--- src/sv/nfbs_pkg.sv ---
// Shared constants, codes and controller/datapath interface types for the buffer selector.
package nfbs_pkg;

  // Default number of capture buffers.
  localparam int NUM_BUFFERS_DEFAULT = 4;

  // Buffers that have a frame number input.
  localparam int NUM_FRAME_INPUTS = 4;

  // Field widths.
  localparam int FRAME_W    = 8;
  localparam int OUTCOME_W  = 3;
  localparam int SLOT_OUT_W = 2;

  // Frame numbers wrap modulo this value. A later frame leads by at most AHEAD_MAX.
  localparam logic [FRAME_W-1:0] SEQ_MOD   = 8'd255;
  localparam logic [FRAME_W-1:0] AHEAD_MAX = 8'd127;

  // Request operation codes.
  typedef enum logic {
    OP_SCAN    = 1'b0,
    OP_OUTCOME = 1'b1
  } op_t;

  // Result outcome codes.
  typedef enum logic [OUTCOME_W-1:0] {
    OC_CHOSEN     = 3'd0,
    OC_NONE_READY = 3'd1,
    OC_DELIVERED  = 3'd2,
    OC_OVERWRITE  = 3'd3,
    OC_COPY_FAULT = 3'd4,
    OC_NO_PENDING = 3'd5
  } outcome_t;

  // Controller states.
  typedef enum logic [1:0] {
    ST_IDLE,
    ST_SCAN,
    ST_RESULT
  } state_t;

  // Commands from the controller to the datapath.
  typedef struct packed {
    logic capture;
    logic scan_step;
    logic commit;
  } cmd_t;

  // Status from the datapath to the controller.
  typedef struct packed {
    logic op_scan;
    logic scan_last;
    logic out_free;
  } status_t;

endpackage

--- src/sv/nfbs_ctrl.sv ---
// Controller state machine: accepts a request, sequences the scan and hands off the result.
module nfbs_ctrl (
  input  logic             clk,
  input  logic             rst,
  input  logic             in_valid,
  output logic             in_stall,
  input  nfbs_pkg::status_t status,
  output nfbs_pkg::cmd_t    cmd
);

  nfbs_pkg::state_t state;
  nfbs_pkg::state_t state_next;
  logic             accept;

  // A new request is taken only in the idle state.
  assign in_stall = rst || (state != nfbs_pkg::ST_IDLE);
  assign accept   = in_valid && !in_stall;

  // State register.
  always_ff @(posedge clk) begin
    if (rst) begin
      state <= nfbs_pkg::ST_IDLE;
    end else begin
      state <= state_next;
    end
  end

  // Next state.
  always_comb begin
    state_next = state;
    case (state)
      nfbs_pkg::ST_IDLE: begin
        if (accept) begin
          state_next = status.op_scan ? nfbs_pkg::ST_SCAN : nfbs_pkg::ST_RESULT;
        end
      end
      nfbs_pkg::ST_SCAN: begin
        if (status.scan_last) begin
          state_next = nfbs_pkg::ST_RESULT;
        end
      end
      nfbs_pkg::ST_RESULT: begin
        if (status.out_free) begin
          state_next = nfbs_pkg::ST_IDLE;
        end
      end
      default: begin
        state_next = nfbs_pkg::ST_IDLE;
      end
    endcase
  end

  // Commands to the datapath.
  always_comb begin
    cmd = '0;
    case (state)
      nfbs_pkg::ST_IDLE: begin
        cmd.capture = accept;
      end
      nfbs_pkg::ST_SCAN: begin
        cmd.scan_step = 1'b1;
      end
      nfbs_pkg::ST_RESULT: begin
        cmd.commit = status.out_free;
      end
      default: begin
        cmd = '0;
      end
    endcase
  end

endmodule

--- src/sv/nfbs_dp.sv ---
// Datapath: captured request, rotating scan unit, pending choice, delivery history and output register.
module nfbs_dp #(
  parameter int NUM_BUFFERS = nfbs_pkg::NUM_BUFFERS_DEFAULT
) (
  input  logic                                clk,
  input  logic                                rst,
  input  nfbs_pkg::cmd_t                      cmd,
  output nfbs_pkg::status_t                   status,
  // Request fields.
  input  logic                                operation,
  input  logic [nfbs_pkg::FRAME_W-1:0]        frame_number_0,
  input  logic [nfbs_pkg::FRAME_W-1:0]        frame_number_1,
  input  logic [nfbs_pkg::FRAME_W-1:0]        frame_number_2,
  input  logic [nfbs_pkg::FRAME_W-1:0]        frame_number_3,
  input  logic [nfbs_pkg::FRAME_W-1:0]        recheck_number,
  input  logic                                copy_done,
  // Configuration.
  input  logic                                cfg_valid,
  output logic                                cfg_ready,
  input  logic                                prefer_newest,
  // Result.
  output logic                                out_valid,
  input  logic                                out_stall,
  output logic [nfbs_pkg::OUTCOME_W-1:0]      outcome,
  output logic [nfbs_pkg::SLOT_OUT_W-1:0]     chosen_slot,
  output logic [nfbs_pkg::FRAME_W-1:0]        chosen_number
);

  localparam int SLOT_W = $clog2(NUM_BUFFERS);
  localparam logic [SLOT_W-1:0] LAST_SLOT = SLOT_W'(NUM_BUFFERS - 1);

  // Configuration register.
  logic                            newest_mode;

  // Captured request.
  logic [nfbs_pkg::FRAME_W-1:0]    nums [NUM_BUFFERS];
  logic [nfbs_pkg::FRAME_W-1:0]    frame_in [nfbs_pkg::NUM_FRAME_INPUTS];
  logic                            op_scan_reg;
  logic [nfbs_pkg::FRAME_W-1:0]    recheck;
  logic                            copy_ok;

  // Scan unit.
  logic [SLOT_W-1:0]               ptr;
  logic [SLOT_W-1:0]               step_count;
  logic                            found;
  logic [SLOT_W-1:0]               sel;
  logic [nfbs_pkg::FRAME_W-1:0]    best;

  // Persistent state.
  logic [nfbs_pkg::FRAME_W-1:0]    last_delivered [NUM_BUFFERS];
  logic [SLOT_W-1:0]               scan_start;
  logic [SLOT_W-1:0]               pending_slot;
  logic [nfbs_pkg::FRAME_W-1:0]    pending_number;
  logic                            pending_valid;

  // Output register.
  logic                            result_valid;
  nfbs_pkg::outcome_t              result_code;
  logic [SLOT_W-1:0]               result_slot;
  logic [nfbs_pkg::FRAME_W-1:0]    result_number;

  // Scan step signals.
  logic [nfbs_pkg::FRAME_W-1:0]    cand_num;
  logic                            cand_ok;
  logic [nfbs_pkg::FRAME_W-1:0]    raw_diff;
  logic [nfbs_pkg::FRAME_W-1:0]    seq_delta;
  logic                            is_ahead;
  logic                            take;
  logic [SLOT_W-1:0]               ptr_wrap;

  // Commit signals.
  nfbs_pkg::outcome_t              commit_code;
  logic [SLOT_W-1:0]               commit_slot;
  logic [nfbs_pkg::FRAME_W-1:0]    commit_number;
  logic [SLOT_W-1:0]               start_after;

  assign frame_in[0] = frame_number_0;
  assign frame_in[1] = frame_number_1;
  assign frame_in[2] = frame_number_2;
  assign frame_in[3] = frame_number_3;

  assign cfg_ready = 1'b1;

  // Configuration register write.
  always_ff @(posedge clk) begin
    if (rst) begin
      newest_mode <= 1'b1;
    end else if (cfg_valid) begin
      newest_mode <= prefer_newest;
    end
  end

  // Capture the request; buffers beyond the input fields read as incomplete.
  always_ff @(posedge clk) begin
    if (cmd.capture) begin
      op_scan_reg <= (operation == nfbs_pkg::OP_SCAN);
      recheck     <= recheck_number;
      copy_ok     <= copy_done;
      for (int i = 0; i < NUM_BUFFERS; i++) begin
        if (i < nfbs_pkg::NUM_FRAME_INPUTS) begin
          nums[i] <= frame_in[i];
        end else begin
          nums[i] <= '0;
        end
      end
    end
  end

  // Candidate test and sequence distance modulo 255 for the slot under the pointer.
  always_comb begin
    cand_num = nums[ptr];
    cand_ok  = (cand_num != '0) && (cand_num != last_delivered[ptr]);
    raw_diff = cand_num - best;
    if (cand_num >= best) begin
      seq_delta = (raw_diff == nfbs_pkg::SEQ_MOD) ? '0 : raw_diff;
    end else begin
      seq_delta = raw_diff - 8'd1;
    end
    is_ahead = (seq_delta != '0) && (seq_delta <= nfbs_pkg::AHEAD_MAX);
    take     = cand_ok && (!found || (newest_mode && is_ahead));
    ptr_wrap = (ptr == LAST_SLOT) ? '0 : ptr + 1'b1;
  end

  // Scan unit: one slot per cycle in rotation from the start pointer.
  always_ff @(posedge clk) begin
    if (cmd.capture) begin
      ptr        <= scan_start;
      step_count <= '0;
      found      <= 1'b0;
      sel        <= '0;
      best       <= '0;
    end else if (cmd.scan_step) begin
      ptr        <= ptr_wrap;
      step_count <= step_count + 1'b1;
      if (take) begin
        found <= 1'b1;
        sel   <= ptr;
        best  <= cand_num;
      end
    end
  end

  // Result of the finished request.
  always_comb begin
    start_after = (pending_slot == LAST_SLOT) ? '0 : pending_slot + 1'b1;
    if (op_scan_reg) begin
      commit_code   = found ? nfbs_pkg::OC_CHOSEN : nfbs_pkg::OC_NONE_READY;
      commit_slot   = found ? sel : '0;
      commit_number = found ? best : '0;
    end else if (!pending_valid) begin
      commit_code   = nfbs_pkg::OC_NO_PENDING;
      commit_slot   = '0;
      commit_number = '0;
    end else begin
      commit_slot   = pending_slot;
      commit_number = pending_number;
      if (recheck != pending_number) begin
        commit_code = nfbs_pkg::OC_OVERWRITE;
      end else if (!copy_ok) begin
        commit_code = nfbs_pkg::OC_COPY_FAULT;
      end else begin
        commit_code = nfbs_pkg::OC_DELIVERED;
      end
    end
  end

  // Pending choice, delivery history and scan start.
  always_ff @(posedge clk) begin
    if (rst) begin
      pending_valid  <= 1'b0;
      pending_slot   <= '0;
      pending_number <= '0;
      scan_start     <= '0;
      for (int i = 0; i < NUM_BUFFERS; i++) begin
        last_delivered[i] <= '0;
      end
    end else if (cmd.commit) begin
      if (op_scan_reg) begin
        pending_valid  <= found;
        pending_slot   <= sel;
        pending_number <= best;
      end else begin
        pending_valid <= 1'b0;
        if (commit_code == nfbs_pkg::OC_DELIVERED) begin
          last_delivered[pending_slot] <= pending_number;
          scan_start                   <= start_after;
        end
      end
    end
  end

  // Output register; holds while stalled.
  always_ff @(posedge clk) begin
    if (rst) begin
      result_valid <= 1'b0;
    end else if (cmd.commit) begin
      result_valid <= 1'b1;
    end else if (!out_stall) begin
      result_valid <= 1'b0;
    end
  end

  always_ff @(posedge clk) begin
    if (cmd.commit) begin
      result_code   <= commit_code;
      result_slot   <= commit_slot;
      result_number <= commit_number;
    end
  end

  assign out_valid     = result_valid;
  assign outcome       = result_code;
  assign chosen_slot   = nfbs_pkg::SLOT_OUT_W'(result_slot);
  assign chosen_number = result_number;

  // Status to the controller.
  assign status.op_scan   = (operation == nfbs_pkg::OP_SCAN);
  assign status.scan_last = (step_count == LAST_SLOT);
  assign status.out_free  = !result_valid || !out_stall;

endmodule

--- src/sv/newest_frame_buffer_selector.sv ---
// Top level of the newest frame buffer selector: controller plus datapath.
//
//   channel   signals                      handshake
//   --------  ---------------------------  -----------------------------
//   request   operation, frame_number_0-3,  in_valid / in_stall
//             recheck_number, copy_done
//   result    outcome, chosen_slot,        out_valid / out_stall
//             chosen_number
//   config    prefer_newest                cfg_valid / cfg_ready (always 1)
//
// One request is worked at a time. A scan request passes through the scan state, where
// one slot is examined per cycle by the scan unit, and then the result state.
// An outcome request goes straight to the result state. A result waits in the output
// register while out_stall is high; the block then holds the next request off until it
// can commit. Reset (rst, synchronous) clears the delivery history, scan start, pending
// choice and sets prefer_newest to 1; no clearing pass is needed.
module newest_frame_buffer_selector #(
  parameter int NUM_BUFFERS = nfbs_pkg::NUM_BUFFERS_DEFAULT
) (
  input  logic                              clk,
  input  logic                              rst,
  // Request channel.
  input  logic                              in_valid,
  output logic                              in_stall,
  input  logic                              operation,
  input  logic [nfbs_pkg::FRAME_W-1:0]      frame_number_0,
  input  logic [nfbs_pkg::FRAME_W-1:0]      frame_number_1,
  input  logic [nfbs_pkg::FRAME_W-1:0]      frame_number_2,
  input  logic [nfbs_pkg::FRAME_W-1:0]      frame_number_3,
  input  logic [nfbs_pkg::FRAME_W-1:0]      recheck_number,
  input  logic                              copy_done,
  // Configuration channel.
  input  logic                              cfg_valid,
  output logic                              cfg_ready,
  input  logic                              prefer_newest,
  // Result channel.
  output logic                              out_valid,
  input  logic                              out_stall,
  output logic [nfbs_pkg::OUTCOME_W-1:0]    outcome,
  output logic [nfbs_pkg::SLOT_OUT_W-1:0]   chosen_slot,
  output logic [nfbs_pkg::FRAME_W-1:0]      chosen_number
);

  nfbs_pkg::cmd_t    cmd;
  nfbs_pkg::status_t status;

  // Sequencing.
  nfbs_ctrl u_ctrl (
    .clk      (clk),
    .rst      (rst),
    .in_valid (in_valid),
    .in_stall (in_stall),
    .status   (status),
    .cmd      (cmd)
  );

  // Storage and selection logic.
  nfbs_dp #(
    .NUM_BUFFERS (NUM_BUFFERS)
  ) u_dp (
    .clk            (clk),
    .rst            (rst),
    .cmd            (cmd),
    .status         (status),
    .operation      (operation),
    .frame_number_0 (frame_number_0),
    .frame_number_1 (frame_number_1),
    .frame_number_2 (frame_number_2),
    .frame_number_3 (frame_number_3),
    .recheck_number (recheck_number),
    .copy_done      (copy_done),
    .cfg_valid      (cfg_valid),
    .cfg_ready      (cfg_ready),
    .prefer_newest  (prefer_newest),
    .out_valid      (out_valid),
    .out_stall      (out_stall),
    .outcome        (outcome),
    .chosen_slot    (chosen_slot),
    .chosen_number  (chosen_number)
  );

endmodule

--- config.mk ---
export PLATFORM = sky130hd
export DESIGN_NAME = newest_frame_buffer_selector
export DESIGN_NICKNAME = d
export VERILOG_FILES = /design/src/sv/nfbs_pkg.sv /design/src/sv/nfbs_ctrl.sv /design/src/sv/nfbs_dp.sv /design/src/sv/newest_frame_buffer_selector.sv
export SDC_FILE = /design/constraint.sdc
export NUM_CORES = 1
export LEC_CHECK = 0
export BUFFER_PORTS_ARGS = -buffer_cell sky130_fd_sc_hd__buf_2
export CAP_MARGIN = 20
export CORE_MARGIN = 8
export CORE_UTILIZATION = 63
export CTS_BUF_LIST = sky130_fd_sc_hd__clkbuf_16
export CTS_CLUSTER_DIAMETER = 80
export DETAILED_ROUTE_END_ITERATION = 8
export PLACE_DENSITY = 0.85
export SYNTH_ARGS = -nofsm -noshare
export SYNTH_HDL_FRONTEND = slang
export SYNTH_SLANG_ARGS = --single-unit
--- constraint.sdc ---
create_clock -name clk -period 13.1 [get_ports clk]
set_input_delay 0.655 -clock clk [delete_from_list [all_inputs] [get_ports clk]]
set_output_delay 0.655 -clock clk [all_outputs]
set_load 0.02 [all_outputs]
==> results of run 1 <==
## final cells by class
class | instances | area, um^2
clock buffer | 17 | 425.4
clock inverter | 15 | 143.9
fill | 508 | 2136
inverter | 15 | 56.30
multi-input combinational | 296 | 2178
sequential | 121 | 3313
tap | 108 | 135.1
timing repair buffer | 65 | 332.8
## layout by cell type, fill, tap and decap left out, drive strengths merged, types with 2 or more instances in the layout
cell,n
nand3,34
dfxtp,32
nor4,5
xor2,9
mux4,16
mux2,3
inv,21
nor2b,9
or3,4
nand2b,6
nand4,3
clkinv,6
buf,65
and3b,2
a21oi,36
mux2i,2
o21ai,28
o31ai,2
or2,4
and2,32
a21o,2
nand2,28
ha,12
clkbuf,17
o2111a,3
nor3,5
clkinvlp,2
edfxtp,89
nor2,16
a211o,2
xnor2,11
## layer usage
layer,track usage,part of all wire,vias up
li1,-,-,1811
met1,0.2693,0.39,1969
met2,0.3768,0.51,199
met3,0.05303,0.066,41
met4,0.1108,0.037,0
met5,0,0,-
## cells in the mapped netlist (2+ instances only)
library cell  instances
clkbuf_1             21
nand3_1              34
o2111a_1              2
o21ai_0              17
nor4_1                5
xor2_1                9
a21oi_1              36
nor3_1                5
mux4_2               16
nand4_1               3
and2_1               32
inv_1                15
xnor2_1              11
nor2b_1               8
nor2_1               16
mux2i_1               2
o21ai_1              11
mux2_2                3
edfxtp_1             89
and3b_1               2
nand2_1              28
ha_1                 12
dfxtp_1              32
o31ai_1               2
a211o_1               2
or2_2                 4
nand2b_1              6
or3_1                 4
a21o_1                2
## report_power, final
group	internal [mW]	total (mW)	switching, mW
combinational	0.127	0.300	0.173
clock	0.265	0.448	0.184
sequential	0.441	0.475	0.0339
total	0.832	1.22	0.391
## through the flow
step	instance area (um^2)	total power, mW	instances	hold slack (ns)
2_1_floorplan	5639	0.7047	456	0.4400
3_3_place_gp	6016	0.7592	605	0.4481
3_5_place_dp	6016	0.7734	605	0.4835
4_1_cts	6585	1.220	637	0.4062
5_1_grt	6585	1.269	637	0.4033
6_report	6585	1.223	637	0.4128
## cell families after synthesis
logic type / after synthesis / share of synthesized area
AO/OA/AOI/OAI: 87 / 0.1010
XOR/XNOR: 20 / 0.03106
adder cells (fa/ha/maj): 13 / 0.03017
buffers and inverters: 39 / 0.02818
flip-flops: 121 / 0.5875
multiplexers: 21 / 0.07344
other: 1 / 0.0006650
AND/OR/NAND/NOR: 154 / 0.1480
## path summary, 6_finish.rpt
kind | start | endpoint
setup reg to reg | register | u_dp.sel[1]
hold reg to reg | u_dp.step_count[1] | u_dp.step_count[1]
setup / recovery | register | u_dp.sel[1]
hold / removal | frame_number_2[4] | u_dp.nums[2][4]
==> flow_summary.json, run 1 <==
{
  "num_rows": 34,
  "root_buffer": "clkbuf_16",
  "cp_slowest_cell": "o41ai_4",
  "clockBufferDepth": 2,
  "numCtsBuffers": 17,
  "dieHeight_um": 110.6,
  "worstSetupPathType": "reg2reg",
  "drt_drc_violations_left": 0,
  "cp-end-kind": "register",
  "cts.sink_count": 121,
  "wl_per_cell_um": 21.65,
  "grt-ovfl-total": 0,
  "fin_crit_sh": 0.3450,
  "h-tree-depth": 4,
  "drt_wl_total_mm": 13.79,
  "nets": 577,
  "n_antenna_cell": 0,
  "path_cells": "buf_4, mux4_2, inv_1, ha_1, fa_1, nor2b_4, o2111a_2, or4_4, a211oi_2, o221ai_2, o41ai_4, nand3_1, a21oi_1",
  "maxSlewHeadroom": 0.3216,
  "status": "finished clean",
  "arrival_ns": 4.85,
  "rsz0062_at_grt": "false",
  "via_count": 4020,
  "path_clk_slew_ns": 0.06,
  "cp.required_ns": 13.43,
  "post_cts_buffers": 0,
  "cts_tree": "done",
  "hold_depth": 1,
  "syn_area_um2": 5639,
  "synth-edff-count": 89,
  "area_growth_pct": 16.77,
  "seq_area_frac_synth": 0.5875,
  "max_stage_delay_ns": 0.67,
  "first_global_vias": 4056,
  "vias_per_cell": 6.311,
  "initial_core_util": 0.6466,
  "setup_viol": 0,
  "drive_above_1_share": 0.2457,
  "synth_cell_types": 56,
  "ir_drop_mv": 0.1108,
  "reg_top3": "u_dp.last_delivered (32), u_dp.nums (32)",
  "critPathLaunchType": "register",
  "setup_tns_ns": 0,
  "dieWidth_um": 110.6,
  "core_um2": 8721,
  "synthCells": 456,
  "drv_cap": 0,
  "worst-path-buf-inv": 2,
  "dp_hpwl_mm": 9.335,
  "async_flop_share": 0,
  "yosysTopAreaCell": "edfxtp_1",
  "tightest_slew_ns": 1.018,
  "cts_resized": 0,
  "syn_nets": 517,
  "fmax_ghz": 0.2213,
  "grtUsageTotal": 0.2263,
  "finalHoldViolCount": 0,
  "drtAntennaViolNets": 0,
  "avgSynthCellArea_um2": 12.37,
  "synthDominantCellAreaShare": 0.4739,
  "period_minus_slack_ns": 4.519,
  "gp_congestion": 0.8454,
  "crit_family": "compound AO/OA/AOI/OAI gates",
  "port_buffers": 62,
  "clk_latency_ns": 0.41,
  "reg2regPathDepth": 13,
  "cp_max_fo": 10,
  "synth.area.top_cells": "edfxtp_1 47%, dfxtp_1 11%, mux4_2 6.4%",
  "drt_pre_antenna_iters": 4,
  "dp_worst_setup_slack_ns": 8.681,
  "grt_pass1_wl_mm": 21.82,
  "p_leak_nw": 2.430,
  "regToRegSetupSlack_ns": 8.58,
  "final_max_slew_viol_count": 0,
  "dieArea_um2": 12230,
  "cts_hold_buf": 0,
  "ioPinCount": 64,
  "path_depth": 13,
  "final.setup.worst_slack_ns": 8.581,
  "fin_util": 0.7551,
  "hold_path_class": "in2reg",
  "grt_max_degree": 36,
  "synth_warnings": 0,
  "first_iter_violations": 264,
  "clock_skew_ns": 0.009643,
  "ys_ff_latch": 121,
  "antenna_found_initial": 0,
  "pwr_density_cell_nw_per_um2": 185.8,
  "synthFlopType": "edfxtp_1"
}
Power figures use the tool's default switching activity.
==> inputs of run 2 (changes only) <==
- CORE_UTILIZATION: 63 -> 58
- PLACE_DENSITY: 0.85 -> 0.79
- clock period: 13.1 -> 4.6 ns (I/O delays scaled with it)
==> run 2 against run 1 <==
  * Flip-flop and latch count unchanged
  * Clock skew grew 0.0076 ns
  * Clock power grew to 2.9 times the previous value
  * Routed wire length is 0.81% higher
  * Die area up 7.4%
  * Critical endpoint is now u_dp.best[3]
==> flow_summary.json, run 2 (synthesis gave the netlist of run 1 again) <==
{
  "finalHoldViolCount": 0,
  "fin_crit_sh": 0.8959,
  "regToRegSetupSlack_ns": 0.48,
  "cp-end-kind": "register",
  "layout_common_cells": "89 x edfxtp_1, 62 x buf_2, 40 x dlygate4sd3_1, 35 x a21oi_1, 34 x nand3_1",
  "core_um2": 9594,
  "drive_above_1_share": 0.2273,
  "clockBufferDepth": 2,
  "cts.sink_count": 121,
  "rsz0062_at_grt": "false",
  "setup_tns_ns": 0,
  "vias_per_cell": 5.877,
  "critPathLaunchType": "register",
  "area_growth_pct": 25.14,
  "dp_hpwl_mm": 9.065,
  "ir_drop_mv": 0.3916,
  "maxSlewHeadroom": 0.4324,
  "final.setup.worst_slack_ns": 0.4790,
  "hold_path_class": "in2reg",
  "num_rows": 36,
  "dieHeight_um": 114.6,
  "nets": 620,
  "drt_drc_violations_left": 0,
  "dieWidth_um": 114.6,
  "cp_max_fo": 10,
  "wl_per_cell_um": 19.72,
  "p_leak_nw": 2.628,
  "dieArea_um2": 13130,
  "root_buffer": "clkbuf_16",
  "arrival_ns": 4.45,
  "dp_worst_setup_slack_ns": 0.5663,
  "via_count": 4143,
  "ioPinCount": 64,
  "post_cts_buffers": 0,
  "grt_max_degree": 36,
  "fillers": 606,
  "r2r_end": "u_dp.best[3]",
  "setup_viol": 0,
  "port_buffers": 62,
  "cp-endpoint": "u_dp.best[3]",
  "reg2regPathDepth": 12,
  "numCtsBuffers": 17,
  "clock_skew_ns": 0.01721,
  "tightest_slew_ns": 0.8494,
  "grtUsageTotal": 0.2278,
  "grt-ovfl-total": 0,
  "pwr_density_cell_nw_per_um2": 504.9,
  "fmax_ghz": 0.2427,
  "initial_core_util": 0.5878,
  "reg_top3": "u_dp.last_delivered (32), u_dp.nums (32)",
  "first_global_vias": 4324,
  "h-tree-depth": 4,
  "final_common_cell": "edfxtp_1",
  "drv_cap": 0,
  "path_clk_slew_ns": 0.05,
  "antenna_found_initial": 0,
  "drt_wl_total_mm": 13.90,
  "drt_pre_antenna_iters": 5,
  "first_iter_violations": 330,
  "cts_tree": "done",
  "grt_pass1_wl_mm": 22.71,
  "drtAntennaViolNets": 0,
  "status": "finished clean",
  "cp.required_ns": 4.93,
  "gp_congestion": 0.9348,
  "final_max_slew_viol_count": 0,
  "clk_latency_ns": 0.41,
  "worstSetupPathType": "reg2reg",
  "period_minus_slack_ns": 4.121,
  "n_antenna_cell": 0
}
run 2: changes by cell type in the layout (fill, tap and decap cells not counted), sizes merged:
| cell | change |
|---|---|
| dlygate4sd3 | +40 |
| buf | +3 |
| bufinv | +2 |
| inv | -2 |
run 2: worst max-delay path, cell delays in order, from the launching register on:
cell and delay (ns):
dfxtp_1 0.53, mux4_2 0.64, inv_1 0.09, ha_1 0.20, fa_1 0.33, nor2b_4 0.06, o2111a_2 0.28, or4_4 0.49
a211oi_2 0.26, o221ai_2 0.15, o41ai_4 0.68, nand3_1 0.16, a21oi_1 0.15
run 2: worst min-delay path by stage:
stage / from / endpoint / slack [ns] / depth (start not counted)
finish: frame_number_0[1] / u_dp.nums[0][1] / 0.02 / 1
global route: frame_number_0[1] / u_dp.nums[0][1] / 0.001 / 1
CTS: frame_number_0[1] / u_dp.nums[0][1] / 0.006 / 1
detailed placement: frame_number_2[0] / u_dp.nums[2][0] / 0.41 / 1
global placement: frame_number_2[0] / u_dp.nums[2][0] / 0.41 / 1
floorplan: rst / u_dp.newest_mode / 0.33 / 1
run 2: timing repair:
item                       in CTS  in global routing
setup endpoints to repair       0                  0
hold endpoints to repair       40                  0
resized for setup               0                  0
hold buffers                   40                  0
run 2: cell type report:
cell class	instances	area [um^2]	share of cell area
clock buffers	17	425.4	0.06028
clock inverters	15	161.4	0.02287
inverters	15	56.30	0.007979
multi-input cells	296	2178	0.3087
flip-flops and latches	121	3313	0.4695
well taps	133	166.4	0.02358
repair buffers	108	755.7	0.1071
run 2: per-layer routing:
| metal | share of wire | vias to the layer above | global-route usage | wire length [um] |
|---|---|---|---|---|
| met5 | 0 | - | 0 | 0 |
| met4 | 0.020 | 0 | 0.08607 | 280 |
| met3 | 0.081 | 24 | 0.06435 | 1127 |
| li1 | - | 1903 | - | - |
| met2 | 0.51 | 212 | 0.3830 | 7061 |
| met1 | 0.39 | 2004 | 0.2711 | 5435 |
run 2: through the flow:
step                hold slack, ns  cell area, um^2  power [mW]    util  std cells
CTS                       0.006346             7057       3.555  0.7355        705
floorplan                   0.3286             5639       2.007       -        456
detailed placement          0.4081             6070       2.219  0.6326        633
finish                     0.01976             7057       3.563  0.7355        705
global placement            0.4063             6070       2.186  0.6326        633
global route              0.001118             7057       3.719  0.7355        705
run 2: report_power, final:
group / internal [mW] / switching (mW)
Combinational: 0.388 / 0.523
Sequential: 1.26 / 0.0870
Clock: 0.842 / 0.467
Total: 2.49 / 1.08
==> inputs of run 3 (changes only) <==
- ABC_AREA: unset -> 1
==> run 3 against run 2 <==
  * Total power increased by 1.3%
  * Count of clock-buffer cells in the layout increased by 3
  * First-iteration DRC count increased by 35%
  * Largest power group is now clock
  * Register-to-register slack improved by 0.27 ns
  * Die area increased by 0.31%
  * Largest cell class unchanged
  * Design area about the same
  * Clock skew decreased by 0.0054 ns
==> flow_summary.json, run 3 <==
{
  "status": "finished clean",
  "layout_common_cells": "108 x nor2_1, 104 x nand2_1, 89 x edfxtp_1, 62 x inv_1, 62 x buf_2",
  "synth_warnings": 0,
  "arrival_ns": 4.21,
  "cpMostUsedCell": "nand2_1",
  "fin_util": 0.7317,
  "cp_slowest_cell": "dfxtp_1",
  "drt_drc_violations_left": 0,
  "area_growth_pct": 24.63,
  "yosysTopAreaCell": "edfxtp_1",
  "first_iter_violations": 444,
  "core_um2": 9639,
  "dieArea_um2": 13170,
  "grt_pass1_wl_mm": 23.53,
  "setup_tns_ns": 0,
  "dp_worst_setup_slack_ns": 0.9655,
  "gp_congestion": 0.9041,
  "syn_nets": 653,
  "cts_resized": 0,
  "fillers": 664,
  "n_antenna_cell": 0,
  "synthMuxAreaShare": 0.001990,
  "final_area_um2": 7053,
  "reg_top3": "u_dp.last_delivered (32), u_dp.nums (32)",
  "syn_area_um2": 5659,
  "final_cells": 840,
  "critPathLaunchType": "register",
  "final_common_cell": "nor2_1",
  "worstSetupPathType": "reg2reg",
  "synth-edff-count": 89,
  "h-tree-depth": 4,
  "max_stage_delay_ns": 0.63,
  "grt_max_degree": 34,
  "ys_ff_latch": 121,
  "synth_top_family_by_area": "simple AND/OR/NAND/NOR gates",
  "synthAdderAreaFrac": 0.03228,
  "cts.sink_count": 121,
  "drt_wl_total_mm": 14.48,
  "p_leak_nw": 2.979,
  "synth_compound_area_frac": 0.09905,
  "drt_pre_antenna_iters": 8,
  "hold_path_class": "in2reg",
  "synthXorXnorAreaFrac": 0.02631,
  "port_buffers": 62,
  "num_rows": 36,
  "antenna_found_initial": 0,
  "seq_area_frac_synth": 0.5855,
  "hold_depth": 1,
  "tightest_slew_ns": 0.6323,
  "synth-simple-area-share": 0.1912,
  "yosysMostFrequentCell": "nor2_1",
  "drv_cap": 0,
  "synthCells": 591,
  "place_inst": 769,
  "avgSynthCellArea_um2": 9.576,
  "dp_hpwl_mm": 9.331,
  "initial_core_util": 0.5871,
  "drive_above_1_share": 0.1655,
  "worst-path-buf-inv": 3,
  "synth_cell_types": 40,
  "path_cells": "inv_2, a32oi_2, inv_1, ha_1, fa_1, inv_1, nand2_1, nand2_1, nand3_1, nand2_1, nand3_1, nor2_1, nand2_1, nand3_1, nand3_1, o21bai_1, nand2_2, nand2_1, nand2_1, nor2_1",
  "path_depth": 20,
  "pwr_density_cell_nw_per_um2": 511.9,
  "final.setup.worst_slack_ns": 0.7514,
  "period_minus_slack_ns": 3.849,
  "path_clk_slew_ns": 0.06,
  "dieWidth_um": 114.8,
  "fmax_ghz": 0.2598,
  "maxSlewHeadroom": 0.5769,
  "synthTopCellsByCount": "108 x nor2_1, 104 x nand2_1, 89 x edfxtp_1",
  "post_cts_buffers": 0,
  "cp_max_fo": 21,
  "finalHoldViolCount": 0,
  "final_max_slew_viol_count": 0,
  "drtAntennaViolNets": 0,
  "crit_family": "simple AND/OR/NAND/NOR gates",
  "clock_skew_ns": 0.01178,
  "whs_ns": 0.001361,
  "async_flop_share": 0,
  "p_total_mw": 3.610,
  "setup_viol": 0,
  "fin_crit_sh": 0.8366,
  "synthDominantCellAreaShare": 0.4723,
  "via_count": 4644,
  "cts_hold_buf": 39,
  "synth.area.top_cells": "edfxtp_1 47%, dfxtp_1 11%, nor2_1 7.2%",
  "dpl-instance-area_um2": 6050,
  "cp.required_ns": 4.96,
  "vias_per_cell": 5.529,
  "ioPinCount": 64,
  "grtUsageTotal": 0.2369,
  "numCtsBuffers": 17,
  "rsz0062_at_grt": "false",
  "clockBufferDepth": 2,
  "first_global_vias": 4667,
  "synthFlopType": "edfxtp_1",
  "grt-ovfl-total": 0,
  "wl_per_cell_um": 17.24,
  "cts_tree": "done",
  "root_buffer": "clkbuf_16",
  "reg2regPathDepth": 20,
  "ir_drop_mv": 0.2518,
  "dieHeight_um": 114.8,
  "nets": 756,
  "clk_latency_ns": 0.43,
  "cp-end-kind": "register"
}
==> run 3: cell count changes after synthesis, moves of 6 or more <==
cell | before | now
nand2_1 | 28 | 104
a21oi_1 | 36 | 20
and2_1 | 32 | 0
nand3_1 | 34 | 25
clkbuf_1 | 21 | 8
nand2b_1 | 6 | 0
nor2_1 | 16 | 108
o22ai_1 | 1 | 18
mux4_2 | 16 | 0
nor2b_1 | 8 | 0
inv_2 | 0 | 6
inv_1 | 15 | 62
o21ai_0 | 17 | 26
==> run 3: area by class of cell <==
cell class | instances | area, um^2 | area share
clock buffer | 20 | 500.5 | 0.07096
inverter | 68 | 255.2 | 0.03619
clock inverter | 12 | 112.6 | 0.01597
timing repair buffer | 103 | 715.7 | 0.1015
tap | 133 | 166.4 | 0.02359
sequential | 121 | 3313 | 0.4698
multi-input combinational | 383 | 1989 | 0.2821
==> run 3: cells by family after synthesis <==
| kind of cell | Yosys count |
|---|---|
| and+or+nand+nor | 258 |
| DFF | 121 |
| AOI/OAI and AO/OA | 92 |
| buffers and inverters | 87 |
| xor gates and xnor gates | 17 |
| adders and majority gates | 14 |
| other | 1 |
| muxes | 1 |
==> run 3: worst paths after layout <==
path / startpoint / to / slack [ns]
min: frame_number_2[1] / u_dp.nums[2][1] / 0.001
min reg2reg: u_dp.newest_mode / u_dp.newest_mode / 0.47
max reg2reg: register / u_dp.sel[1] / 0.75
max: register / u_dp.sel[1] / 0.75
==> run 3: worst reg2reg max path, cell delays in order, from the launching register on <==
cell and delay [ns]:
dfxtp_1 0.63, inv_2 0.26, a32oi_2 0.38, inv_1 0.08, ha_1 0.24, fa_1 0.40
inv_1 0.11, nand2_1 0.07, nand2_1 0.08, nand3_1 0.11, nand2_1 0.15, nand3_1 0.09
nor2_1 0.14, nand2_1 0.07, nand3_1 0.08, nand3_1 0.07, o21bai_1 0.20, nand2_2 0.27
nand2_1 0.17, nand2_1 0.07, nor2_1 0.11
==> run 3: where the power goes <==
| group | internal [mW] | leakage (nW) | switching (mW) |
|---|---|---|---|
| clock network | 0.841 | 0.298 | 0.506 |
| registers | 1.26 | 1.13 | 0.0598 |
| logic | 0.330 | 1.55 | 0.616 |
==> run 3: per-layer routing <==
| layer | routed length [um] | vias to the layer above | part of all wire | GRT usage |
|---|---|---|---|---|
| met2 | 7251 | 203 | 0.50 | 0.4042 |
| met3 | 1000 | 44 | 0.069 | 0.06460 |
| met5 | 0 | - | 0 | 0 |
| met1 | 5669 | 2193 | 0.39 | 0.2674 |
| li1 | - | 2204 | - | - |
| met4 | 561 | 0 | 0.039 | 0.1235 |
